**src/hdl/lkv_pkg.sv**
```systemverilog
// shared types, codes and helpers of the lru-k victim selector
package lkv_pkg;

   localparam int OP_W     = 3;
   localparam int ID_W     = 32;
   localparam int TIME_W   = 48;
   localparam int COUNT_W  = 16;
   localparam int PERIOD_W = 32;
   localparam int STATUS_W = 3;

   localparam logic [TIME_W-1:0]  TIME_MAX  = {TIME_W{1'b1}};
   localparam logic [COUNT_W-1:0] COUNT_MAX = {COUNT_W{1'b1}};

   typedef enum logic [OP_W-1:0] {
      OP_CREATE      = 3'd0,
      OP_EVICT       = 3'd1,
      OP_REFERENCE   = 3'd2,
      OP_UNREFERENCE = 3'd3,
      OP_DELETE      = 3'd4,
      OP_CHOOSE      = 3'd5
   } op_type;

   typedef enum logic [STATUS_W-1:0] {
      RS_OK        = 3'd0,
      RS_NO_VICTIM = 3'd1,
      RS_FULL      = 3'd2,
      RS_BAD_UNREF = 3'd3,
      RS_SATURATED = 3'd4
   } rsp_status_type;

   typedef enum logic [2:0] {
      S_IDLE,
      S_SCAN,
      S_CALC,
      S_APPLY,
      S_FINISH
   } ctrl_state_type;

   typedef struct packed {
      logic capture;
      logic scan;
      logic calc;
      logic apply;
      logic load;
   } cmd_type;

   typedef struct packed {
      logic scan_done;
   } stat_type;

   // true when the gap since the last reference exceeds the period
   function automatic logic past_period(input logic [TIME_W-1:0] now,
                                        input logic [TIME_W-1:0] last,
                                        input logic [PERIOD_W-1:0] period);
      logic [TIME_W-1:0] gap;
      gap = (now > last) ? (now - last) : '0;
      return gap > {{(TIME_W-PERIOD_W){1'b0}}, period};
   endfunction

endpackage

```
**src/hdl/lkv_req_if.sv**
```systemverilog
// request channel interface: op, block id and time
interface lkv_req_if;
   import lkv_pkg::*;
   logic                valid;
   logic                ready;
   logic [OP_W-1:0]     op;
   logic [ID_W-1:0]     blk_id;
   logic [TIME_W-1:0]   now_time;
   modport source (output valid, op, blk_id, now_time, input ready);
   modport sink (input valid, op, blk_id, now_time, output ready);
endinterface

```
**src/hdl/lkv_rsp_if.sv**
```systemverilog
// response channel interface: status, victim id and reference count
interface lkv_rsp_if;
   import lkv_pkg::*;
   logic                valid;
   logic                ready;
   logic [STATUS_W-1:0] status;
   logic [ID_W-1:0]     victim_id;
   logic [COUNT_W-1:0]  use_count;
   modport source (output valid, status, victim_id, use_count, input ready);
   modport sink (input valid, status, victim_id, use_count, output ready);
endinterface

```
**src/hdl/lkv_datapath.sv**
```systemverilog
// datapath: entry memory, flags, table scan, update and result registers
module lkv_datapath #(
   parameter int HISTORY_DEPTH = 2,
   parameter int TABLE_ENTRIES = 16
) (
   input  logic                      clock,
   input  logic                      reset,
   input  lkv_pkg::cmd_type          cmd,
   output lkv_pkg::stat_type         stat,
   input  logic [lkv_pkg::OP_W-1:0]  req_op,
   input  logic [lkv_pkg::ID_W-1:0]  req_blk_id,
   input  logic [lkv_pkg::TIME_W-1:0] req_now_time,
   input  logic                      csr_write_enable,
   input  logic [lkv_pkg::PERIOD_W-1:0] csr_write_data,
   output logic [lkv_pkg::STATUS_W-1:0] rsp_status,
   output logic [lkv_pkg::ID_W-1:0]  rsp_victim_id,
   output logic [lkv_pkg::COUNT_W-1:0] rsp_use_count
);
   import lkv_pkg::*;

   localparam int IDX_W = $clog2(TABLE_ENTRIES);
   localparam int CNT_W = $clog2(TABLE_ENTRIES + 1);
   localparam logic [CNT_W-1:0] LAST_CNT = CNT_W'(TABLE_ENTRIES);
   localparam int HK = HISTORY_DEPTH - 1;

   typedef logic [HISTORY_DEPTH-1:0][TIME_W-1:0] hist_type;

   // entry memory
   logic [ID_W-1:0]    mem_tag   [TABLE_ENTRIES];
   logic [COUNT_W-1:0] mem_count [TABLE_ENTRIES];
   logic [TIME_W-1:0]  mem_last  [TABLE_ENTRIES];
   hist_type           mem_hist  [TABLE_ENTRIES];

   logic [TABLE_ENTRIES-1:0] valid_ff, resident_ff, unref_ff;

   logic [PERIOD_W-1:0] period_ff;
   op_type              op_ff;
   logic [ID_W-1:0]     id_ff;
   logic [TIME_W-1:0]   now_ff;
   logic [CNT_W-1:0]    cnt_ff;

   logic                rd_live_ff;
   logic [IDX_W-1:0]    rd_idx_ff;
   logic [ID_W-1:0]     rd_tag_ff;
   logic [COUNT_W-1:0]  rd_count_ff;
   logic [TIME_W-1:0]   rd_last_ff;
   hist_type            rd_hist_ff;

   logic                found_ff, best_past_ff, free_found_ff;
   logic [IDX_W-1:0]    slot_ff, free_slot_ff;
   logic [ID_W-1:0]     sel_tag_ff;
   logic [COUNT_W-1:0]  sel_count_ff;
   logic [TIME_W-1:0]   sel_last_ff;
   hist_type            sel_hist_ff;

   logic [TIME_W-1:0]   span_ff, span_in;
   logic                push_ff, push_in;

   rsp_status_type      res_status_ff, out_status_ff;
   logic [ID_W-1:0]     res_victim_ff, out_victim_ff;
   logic [COUNT_W-1:0]  res_count_ff, out_count_ff;

   // scan evaluation
   logic cand_past, entry_live, is_match, is_cand, better, take, take_free;

   always_comb begin
      cand_past  = past_period(now_ff, rd_last_ff, period_ff);
      entry_live = rd_live_ff && valid_ff[rd_idx_ff];
      is_match   = entry_live && (rd_tag_ff == id_ff);
      is_cand    = entry_live && unref_ff[rd_idx_ff] && resident_ff[rd_idx_ff];
      better     = !found_ff || (cand_past && !best_past_ff) ||
                   ((cand_past == best_past_ff) && (rd_hist_ff[HK] < sel_hist_ff[HK]));
      take       = (op_ff == OP_CHOOSE) ? (is_cand && better) : (is_match && !found_ff);
      take_free  = rd_live_ff && !valid_ff[rd_idx_ff] && !free_found_ff;
   end

   assign stat.scan_done = cmd.scan && (cnt_ff == LAST_CNT);

   // effective entry after a possible allocation
   logic               alloc, have;
   logic [IDX_W-1:0]   s_idx;
   logic [ID_W-1:0]    e_tag;
   logic [COUNT_W-1:0] e_count;
   logic [TIME_W-1:0]  e_last;
   hist_type           e_hist;
   logic               e_res, e_unref;

   always_comb begin
      alloc   = ((op_ff == OP_CREATE) || (op_ff == OP_REFERENCE)) && !found_ff && free_found_ff;
      have    = found_ff || alloc;
      s_idx   = found_ff ? slot_ff : free_slot_ff;
      e_tag   = alloc ? id_ff : sel_tag_ff;
      e_count = alloc ? '0 : sel_count_ff;
      e_last  = alloc ? '0 : sel_last_ff;
      e_hist  = alloc ? '0 : sel_hist_ff;
      e_res   = alloc ? 1'b0 : resident_ff[s_idx];
      e_unref = alloc ? 1'b0 : unref_ff[s_idx];
      span_in = (e_res && (e_hist[0] != '0) && (e_last > e_hist[0])) ?
                (e_last - e_hist[0]) : '0;
      push_in = !e_res || past_period(now_ff, e_last, period_ff);
   end

   // shifted history
   hist_type           new_hist;
   logic [TIME_W:0]    sum;

   always_comb begin
      new_hist    = '0;
      sum         = '0;
      new_hist[0] = now_ff;
      for (int j = 1; j < HISTORY_DEPTH; j++) begin
         sum = {1'b0, e_hist[j-1]} + {1'b0, span_ff};
         if (e_hist[j-1] == '0) begin
            new_hist[j] = '0;
         end else if (sum[TIME_W]) begin
            new_hist[j] = TIME_MAX;
         end else begin
            new_hist[j] = sum[TIME_W-1:0];
         end
      end
   end

   // per-op update
   logic               mem_we, fl_we, fl_valid, fl_res, fl_unref;
   logic [COUNT_W-1:0] w_count;
   logic [TIME_W-1:0]  w_last;
   hist_type           w_hist;
   rsp_status_type     o_status;
   logic [ID_W-1:0]    o_victim;
   logic [COUNT_W-1:0] o_count;

   always_comb begin
      mem_we   = 1'b0;
      fl_we    = 1'b0;
      fl_valid = 1'b1;
      fl_res   = e_res;
      fl_unref = e_unref;
      w_count  = e_count;
      w_last   = e_last;
      w_hist   = e_hist;
      o_status = RS_OK;
      o_victim = '0;
      o_count  = '0;
      case (op_ff)
         OP_CREATE: begin
            if (!have) begin
               o_status = RS_FULL;
            end else begin
               mem_we   = 1'b1;
               fl_we    = 1'b1;
               fl_res   = 1'b1;
               fl_unref = 1'b1;
               o_count  = e_count;
            end
         end
         OP_EVICT: begin
            if (found_ff) begin
               fl_we    = 1'b1;
               fl_res   = 1'b0;
               fl_unref = 1'b0;
               o_count  = e_count;
            end
         end
         OP_REFERENCE: begin
            if (!have) begin
               o_status = RS_FULL;
            end else begin
               mem_we = 1'b1;
               fl_we  = 1'b1;
               fl_res = 1'b1;
               w_last = now_ff;
               w_hist = push_ff ? new_hist : e_hist;
               if (e_count == '0) begin
                  fl_unref = 1'b0;
               end
               if (e_count == COUNT_MAX) begin
                  o_status = RS_SATURATED;
               end else begin
                  w_count = e_count + COUNT_W'(1);
               end
               o_count = w_count;
            end
         end
         OP_UNREFERENCE: begin
            if (!found_ff || (e_count == '0)) begin
               o_status = RS_BAD_UNREF;
               o_count  = found_ff ? e_count : '0;
            end else begin
               mem_we  = 1'b1;
               fl_we   = 1'b1;
               w_count = e_count - COUNT_W'(1);
               if (w_count == '0) begin
                  fl_unref = 1'b1;
               end
               o_count = w_count;
            end
         end
         OP_DELETE: begin
            if (found_ff) begin
               fl_we    = 1'b1;
               fl_valid = 1'b0;
               fl_res   = 1'b0;
               fl_unref = 1'b0;
            end
         end
         OP_CHOOSE: begin
            if (!found_ff) begin
               o_status = RS_NO_VICTIM;
            end else begin
               fl_we    = 1'b1;
               fl_res   = 1'b0;
               fl_unref = 1'b0;
               o_victim = e_tag;
               o_count  = e_count;
            end
         end
         default: begin
            o_status = RS_OK;
         end
      endcase
   end

   // memory read and write
   always_ff @(posedge clock) begin
      if (cmd.scan && (cnt_ff < LAST_CNT)) begin
         rd_tag_ff   <= mem_tag[cnt_ff[IDX_W-1:0]];
         rd_count_ff <= mem_count[cnt_ff[IDX_W-1:0]];
         rd_last_ff  <= mem_last[cnt_ff[IDX_W-1:0]];
         rd_hist_ff  <= mem_hist[cnt_ff[IDX_W-1:0]];
         rd_idx_ff   <= cnt_ff[IDX_W-1:0];
      end
      if (cmd.apply && mem_we) begin
         mem_tag[s_idx]   <= e_tag;
         mem_count[s_idx] <= w_count;
         mem_last[s_idx]  <= w_last;
         mem_hist[s_idx]  <= w_hist;
      end
   end

   // payload registers
   always_ff @(posedge clock) begin
      if (cmd.capture) begin
         op_ff  <= op_type'(req_op);
         id_ff  <= req_blk_id;
         now_ff <= req_now_time;
      end
      if (cmd.scan && take) begin
         slot_ff      <= rd_idx_ff;
         sel_tag_ff   <= rd_tag_ff;
         sel_count_ff <= rd_count_ff;
         sel_last_ff  <= rd_last_ff;
         sel_hist_ff  <= rd_hist_ff;
         best_past_ff <= cand_past;
      end
      if (cmd.scan && take_free) begin
         free_slot_ff <= rd_idx_ff;
      end
      if (cmd.calc) begin
         span_ff <= span_in;
         push_ff <= push_in;
      end
      if (cmd.load) begin
         out_status_ff <= res_status_ff;
         out_victim_ff <= res_victim_ff;
         out_count_ff  <= res_count_ff;
      end
   end

   // control state
   always_ff @(posedge clock) begin
      if (reset) begin
         period_ff     <= '0;
         valid_ff      <= '0;
         resident_ff   <= '0;
         unref_ff      <= '0;
         cnt_ff        <= '0;
         rd_live_ff    <= 1'b0;
         found_ff      <= 1'b0;
         free_found_ff <= 1'b0;
         res_status_ff <= RS_OK;
         res_victim_ff <= '0;
         res_count_ff  <= '0;
      end else begin
         if (csr_write_enable) begin
            period_ff <= csr_write_data;
         end
         if (cmd.capture) begin
            cnt_ff        <= '0;
            rd_live_ff    <= 1'b0;
            found_ff      <= 1'b0;
            free_found_ff <= 1'b0;
         end
         if (cmd.scan) begin
            if (cnt_ff < LAST_CNT) begin
               cnt_ff <= cnt_ff + CNT_W'(1);
            end
            rd_live_ff <= (cnt_ff < LAST_CNT);
            if (take) begin
               found_ff <= 1'b1;
            end
            if (take_free) begin
               free_found_ff <= 1'b1;
            end
         end
         if (cmd.apply) begin
            if (fl_we) begin
               valid_ff[s_idx]    <= fl_valid;
               resident_ff[s_idx] <= fl_res;
               unref_ff[s_idx]    <= fl_unref;
            end
            res_status_ff <= o_status;
            res_victim_ff <= o_victim;
            res_count_ff  <= o_count;
         end
      end
   end

   assign rsp_status    = out_status_ff;
   assign rsp_victim_id = out_victim_ff;
   assign rsp_use_count = out_count_ff;

`ifndef SYNTHESIS
   a_scan_restart: assert property (@(posedge clock) disable iff (reset)
      cmd.capture |=> (cnt_ff == '0) && !found_ff && !free_found_ff)
      else $error("scan state not cleared on new transaction");
   a_victim_released: assert property (@(posedge clock) disable iff (reset)
      (cmd.apply && (op_ff == OP_CHOOSE) && found_ff) |=>
         !unref_ff[$past(s_idx)] && !resident_ff[$past(s_idx)])
      else $error("victim still marked resident or unreferenced");
   a_victim_only_ok: assert property (@(posedge clock) disable iff (reset)
      (res_status_ff != RS_OK) |-> (res_victim_ff == '0))
      else $error("victim id set on failed transaction");
`endif
endmodule

```
**src/hdl/lkv_ctrl.sv**
```systemverilog
// controller: sequences capture, table scan, update and response
module lkv_ctrl (
   input  logic              clock,
   input  logic              reset,
   input  logic              req_valid,
   output logic              req_ready,
   output logic              rsp_valid,
   input  logic              rsp_ready,
   output lkv_pkg::cmd_type  cmd,
   input  lkv_pkg::stat_type stat
);
   import lkv_pkg::*;

   ctrl_state_type state_ff, state_in;
   logic           rsp_valid_ff, rsp_valid_in;

   always_ff @(posedge clock) begin
      if (reset) begin
         state_ff     <= S_IDLE;
         rsp_valid_ff <= 1'b0;
      end else begin
         state_ff     <= state_in;
         rsp_valid_ff <= rsp_valid_in;
      end
   end

   always_comb begin
      state_in  = state_ff;
      cmd       = '0;
      req_ready = 1'b0;
      case (state_ff)
         S_IDLE: begin
            req_ready = 1'b1;
            if (req_valid) begin
               cmd.capture = 1'b1;
               state_in    = S_SCAN;
            end
         end
         S_SCAN: begin
            cmd.scan = 1'b1;
            if (stat.scan_done) begin
               state_in = S_CALC;
            end
         end
         S_CALC: begin
            cmd.calc = 1'b1;
            state_in = S_APPLY;
         end
         S_APPLY: begin
            cmd.apply = 1'b1;
            state_in  = S_FINISH;
         end
         S_FINISH: begin
            if (!rsp_valid_ff || rsp_ready) begin
               cmd.load = 1'b1;
               state_in = S_IDLE;
            end
         end
         default: begin
            state_in = S_IDLE;
         end
      endcase
      rsp_valid_in = cmd.load ? 1'b1 : (rsp_ready ? 1'b0 : rsp_valid_ff);
   end

   assign rsp_valid = rsp_valid_ff;

`ifndef SYNTHESIS
   a_accept_scans: assert property (@(posedge clock) disable iff (reset)
      ((state_ff == S_IDLE) && req_valid) |=> (state_ff == S_SCAN))
      else $error("accepted transaction did not start a scan");
   a_finish_posts: assert property (@(posedge clock) disable iff (reset)
      ((state_ff == S_FINISH) && !rsp_valid_ff) |=> (rsp_valid_ff && (state_ff == S_IDLE)))
      else $error("finished transaction not posted");
   a_ready_when_idle: assert property (@(posedge clock) disable iff (reset)
      req_ready |-> (state_ff == S_IDLE))
      else $error("request taken outside idle");
`endif
endmodule

```
**src/hdl/lru_k_victim_selector.sv**
```systemverilog
// top level of the lru-k victim selector
//
//   channel   direction   payload
//   req_bus   in          op, blk_id, now_time
//   rsp_bus   out         status, victim_id, use_count
//   csr_*     in          correlated_period (write only)
//
// each transaction makes one sequential pass over the single-port entry memory,
// then steps through span, update and response
// reset clears all entry flags and the period; no clearing pass is needed
// a new request is taken while the previous response waits on rsp_bus
// a stalled rsp_bus holds the controller in its last step until taken
module lru_k_victim_selector #(
   parameter int HISTORY_DEPTH = 2,
   parameter int TABLE_ENTRIES = 16
) (
   input  logic                          clock,
   input  logic                          reset,
   lkv_req_if.sink                       req_bus,
   lkv_rsp_if.source                     rsp_bus,
   input  logic                          csr_write_enable,
   input  logic [lkv_pkg::PERIOD_W-1:0]  csr_write_data
);
   import lkv_pkg::*;

   cmd_type  cmd;
   stat_type stat;

   lkv_ctrl u_ctrl (
      .clock     (clock),
      .reset     (reset),
      .req_valid (req_bus.valid),
      .req_ready (req_bus.ready),
      .rsp_valid (rsp_bus.valid),
      .rsp_ready (rsp_bus.ready),
      .cmd       (cmd),
      .stat      (stat)
   );

   lkv_datapath #(
      .HISTORY_DEPTH (HISTORY_DEPTH),
      .TABLE_ENTRIES (TABLE_ENTRIES)
   ) u_datapath (
      .clock            (clock),
      .reset            (reset),
      .cmd              (cmd),
      .stat             (stat),
      .req_op           (req_bus.op),
      .req_blk_id       (req_bus.blk_id),
      .req_now_time     (req_bus.now_time),
      .csr_write_enable (csr_write_enable),
      .csr_write_data   (csr_write_data),
      .rsp_status       (rsp_bus.status),
      .rsp_victim_id    (rsp_bus.victim_id),
      .rsp_use_count    (rsp_bus.use_count)
   );
endmodule

```
**src/flat_wrapper.sv**
```systemverilog
// flat-port wrapper written by rule: the top's interface ports become plain ports
module lru_k_victim_selector_flat import lkv_pkg::*;
#(
   parameter int HISTORY_DEPTH = 2,
   parameter int TABLE_ENTRIES = 16
)
  (clock, reset, csr_write_enable, csr_write_data, req_bus_valid, req_bus_op, req_bus_blk_id, req_bus_now_time, req_bus_ready, rsp_bus_valid, rsp_bus_status, rsp_bus_victim_id, rsp_bus_use_count, rsp_bus_ready);
  lkv_req_if req_bus_i ();
  lkv_rsp_if rsp_bus_i ();
  input  logic clock;
  input  logic reset;
  input  logic csr_write_enable;
  input  logic [lkv_pkg::PERIOD_W-1:0] csr_write_data;
  input wire logic [$bits(req_bus_i.valid)-1:0] req_bus_valid;
  input wire logic [$bits(req_bus_i.op)-1:0] req_bus_op;
  input wire logic [$bits(req_bus_i.blk_id)-1:0] req_bus_blk_id;
  input wire logic [$bits(req_bus_i.now_time)-1:0] req_bus_now_time;
  output wire logic [$bits(req_bus_i.ready)-1:0] req_bus_ready;
  output wire logic [$bits(rsp_bus_i.valid)-1:0] rsp_bus_valid;
  output wire logic [$bits(rsp_bus_i.status)-1:0] rsp_bus_status;
  output wire logic [$bits(rsp_bus_i.victim_id)-1:0] rsp_bus_victim_id;
  output wire logic [$bits(rsp_bus_i.use_count)-1:0] rsp_bus_use_count;
  input wire logic [$bits(rsp_bus_i.ready)-1:0] rsp_bus_ready;
  assign req_bus_i.valid = req_bus_valid;
  assign req_bus_i.op = req_bus_op;
  assign req_bus_i.blk_id = req_bus_blk_id;
  assign req_bus_i.now_time = req_bus_now_time;
  assign req_bus_ready = req_bus_i.ready;
  assign rsp_bus_valid = rsp_bus_i.valid;
  assign rsp_bus_status = rsp_bus_i.status;
  assign rsp_bus_victim_id = rsp_bus_i.victim_id;
  assign rsp_bus_use_count = rsp_bus_i.use_count;
  assign rsp_bus_i.ready = rsp_bus_ready;
  lru_k_victim_selector #(.HISTORY_DEPTH(HISTORY_DEPTH), .TABLE_ENTRIES(TABLE_ENTRIES)) u_core (.clock(clock), .reset(reset), .req_bus(req_bus_i), .rsp_bus(rsp_bus_i), .csr_write_enable(csr_write_enable), .csr_write_data(csr_write_data));
endmodule
```
**config.mk**
```make
export PLATFORM = sky130hd
export DESIGN_NAME = lru_k_victim_selector_flat
export DESIGN_NICKNAME = d
export VERILOG_FILES = /design/src/hdl/lkv_pkg.sv /design/src/hdl/lkv_req_if.sv /design/src/hdl/lkv_rsp_if.sv /design/src/hdl/lkv_datapath.sv /design/src/hdl/lkv_ctrl.sv /design/src/hdl/lru_k_victim_selector.sv /design/src/flat_wrapper.sv
export SDC_FILE = /design/constraint.sdc
export NUM_CORES = 2
export LEC_CHECK = 0
export BUFFER_PORTS_ARGS = -buffer_cell sky130_fd_sc_hd__clkbuf_2
export CORE_MARGIN = 2
export CORE_UTILIZATION = 45
export DETAILED_ROUTE_END_ITERATION = 16
export PLACE_DENSITY = 0.68
export SYNTH_ARGS = -nofsm -noshare
export SYNTH_HDL_FRONTEND = slang
export SYNTH_SLANG_ARGS = --single-unit
```
**constraint.sdc**
```tcl
create_clock -name clock -period 17.9 [get_ports clock]
set_input_delay 0.895 -clock clock [delete_from_list [all_inputs] [get_ports clock]]
set_output_delay 0.895 -clock clock [all_outputs]
set_load 0.03 [all_outputs]
```
==> reports/results.tsv <==
metric	value	unit
place_hpwl	258000	µm
postCtsHoldBufs	0	
yosysTopAreaCell	edfxtp_1	
cp_common_cell	buf_4	
post_cts_resized	0	
clk_latency	0.98	ns
wl_per_cell	30.9	µm
track_usage	0.241	
grt_pass1_wl	617000	µm
cts_num_sinks	3795	
critical_path.slowest_cell	buf_4	
cts.root.buffer_cell	clkbuf_16	
ys_seq_area_frac	0.716	
clock_path_buffers	4	
dieArea	0.354	mm²
htree_levels	5	
synth.most_common_cell	edfxtp_1	
io_pins	173	
areaGrowthSynthToFinish	12.5	%
clkPwrFrac	0.425	
min_period_over_period	0.621	
syn_nets	9084	
worstPathMaxFanout	48	
critical_path_class	reg2reg	
cp-end-kind	flip-flop	
syn_area	0.157	mm²
final_nets	9480	
grt_overflow	0	
fin_crit	11.12	ns
p_comb_frac	0.048	
postCtsSetupBuffers	0	
drt_iter0_markers	11200	
ys_warn_count	0	
synth_top_area_share	0.698	
initial_core_util	0.453	
synth_flop_cell	edfxtp_1	
via_count	85500	
whs_path_depth	1	
ff2ff_path_depth	36	
synth_cells	8651	
numCtsBuffers	381	
ys_seq_elements	3795	
async_flop_share	0	
avgSynthCellArea	18.2	µm²
hp-class	in2reg	
fillers	27600	
worst_pin_slew	1.35	ns
die_w	595	µm
io_buffers	172	
critPathRequiredTime	18.47	ns
drc	0	
place.gp.congestion	0.961	
synthDistinctLibCells	96	
drive_above_1_share	0.216	
peakVddDrop	0.0926	mV
cts_tree	built	
grt_max_degree	155	
rsz0062_at_grt	false	
synth_common_cells	3652 x edfxtp_1, 966 x mux4_2, 609 x nand2_1	
synth-edff-count	3652	
critPathLaunchType	flip-flop	
fmax	89.9	MHz
dpl-instance-area	0.164	mm²
ant_nets	0	
routed_via_density	6.11	
status	completed	
power_per_cell_area	104	mW/mm²
slowest_delay	0.75	ns
relSlewSlack	0.0935	
p_total	18400	µW
setup_tns	0	ns
grt_pass1_vias	84600	
detail_route.first_pass.iterations	6	
critPathArrivalTime	11.69	ns
fp.dieH	595	µm
hold_viol	0	
maxCapViolCount	0	
slew_viol_final	0	
clk_pin_slew_worst_paths	0.06	ns
p_leak	0.0575	µW
power.switching	3920	µW
design_area	0.177	mm²
ys_top_cells_by_area	edfxtp_1 70%, mux4_2 14%, ha_1 2.5%	
p_sw_frac	0.212	
core_area	0.347	mm²
power.internal	14500	µW
fin_worst_skew	0.0914	ns
setup_viol	0	
fp-row-count	216	
seqPwrFrac	0.528	
wirelength	433000	µm
antenna_found_initial	27	
[cells in the final DEF, fill, tap and decap left out, types with 34 or more instances in the layout]
cell type,synthesis,final
nand4_1,77,77
nand3_1,95,95
nor2b_1,45,44
mux4_2,966,966
dfxtp_1,143,139
inv_1,287,286
a22oi_1,41,41
ha_1,309,309
and3_1,39,37
clkbuf_1,300,77
o21ai_0,282,257
clkinv_2,0,58
mux2i_1,67,67
nor2_1,428,409
nand2_1,609,609
clkinv_1,0,90
a21oi_1,281,279
o21ai_1,32,55
nand2b_1,35,34
clkbuf_16,0,390
diode_2,0,62
nor3_1,58,57
buf_4,1,235
xor2_1,75,75
clkbuf_2,0,171
a21o_1,155,155
a31oi_1,50,50
xnor2_1,116,116
edfxtp_1,3652,3652
[worst paths after layout]
kind / from / to / slack (ns)
worst min register to register: u_core.u_datapath.rd_hist_ff[26] / u_core.u_datapath.sel_hist_ff[26] / 0.42
worst min-delay path: req_bus_now_time[28] / u_core.u_datapath.now_ff[28] / 0.10
worst max register to register: u_core.u_datapath.now_ff[0] / u_core.u_datapath.sel_tag_ff[6] / 6.78
worst max-delay path: u_core.u_datapath.now_ff[0] / u_core.u_datapath.sel_tag_ff[6] / 6.78
[stage by stage]
step,util,worst slack [ns],std cells,hold slack [ns]
6_report,0.510,6.78,14000,0.104
5_1_grt,0.510,6.24,14000,0.0646
4_1_cts,0.509,6.75,13900,0.0321
3_5_place_dp,0.474,6.82,13200,0.405
3_3_place_gp,0.474,6.95,13200,0.401
2_1_floorplan,-,1.07,8651,0.400
[logic make-up after synthesis]
kind of cell,after synthesis,synth area share
AOI/OAI and AO/OA,1098,0.0442
DFF,3795,0.716
adders and majority gates,313,0.0251
muxes,1040,0.143
xor gates and xnor gates,191,0.0106
and+or+nand+nor,1513,0.0433
buffers and inverters,701,0.0171
[power by group through the flow]
stage | Combinational, µW | Clock [µW] | Sequential (µW)
after floorplan | 622 | 0 | 9900
after global placement | 878 | 0 | 9910
after detailed placement | 879 | 0 | 9910
after CTS | 885 | 7930 | 9720
after global routing | 948 | 8260 | 9720
final | 883 | 7830 | 9720
[per-layer routing]
metal	vias to the layer above	GRT usage	wire, µm
met5	-	0	46
met4	6	0.0882	16300
met3	662	0.0321	34100
met2	4062	0.380	205000
met1	45200	0.344	177000
li1	35600	-	-
[cell type report]
| cell class | instances | area, µm² | share of cell area |
|---|---|---|---|
| Multi-Input combinational cell | 4155 | 42100 | 0.238 |
| Tap cell | 4578 | 5730 | 0.0324 |
| Clock inverter | 220 | 2000 | 0.0113 |
| Sequential cell | 3795 | 113000 | 0.637 |
| Clock buffer | 477 | 10200 | 0.0576 |
| Antenna cell | 62 | 155 | 0.000877 |
| Timing Repair Buffer | 427 | 3030 | 0.0171 |
| Inverter | 287 | 1080 | 0.00611 |
[critical path, delay by kind of cell (launching register included)]
kind / cells / cell delay [ns]
compound gates: 12 / 3.19
fa+ha+maj: 4 / 1.14
buf+inv: 7 / 2.68
flops: 1 / 0.42
simple gates: 13 / 3.11
[flip-flops by register name, summed over array words and instances (netlist names), 32 cells and up]
register and flops:
u_core.u_datapath.rd_last_ff 48, u_core.u_datapath.sel_tag_ff 32, u_core.u_datapath.rd_hist_ff 96, u_core.u_datapath.mem_count 256, u_core.u_datapath.mem_hist 1536, u_core.u_datapath.res_victim_ff 32
u_core.u_datapath.mem_tag 512, u_core.u_datapath.sel_last_ff 48, u_core.u_datapath.sel_hist_ff 96, u_core.u_datapath.mem_last 768, u_core.u_datapath.period_ff 32, u_core.u_datapath.now_ff 48
u_core.u_datapath.span_ff 48, u_core.u_datapath.rsp_victim_id 32, u_core.u_datapath.rd_tag_ff 32, u_core.u_datapath.id_ff 32
Power figures use the tool's default switching activity.
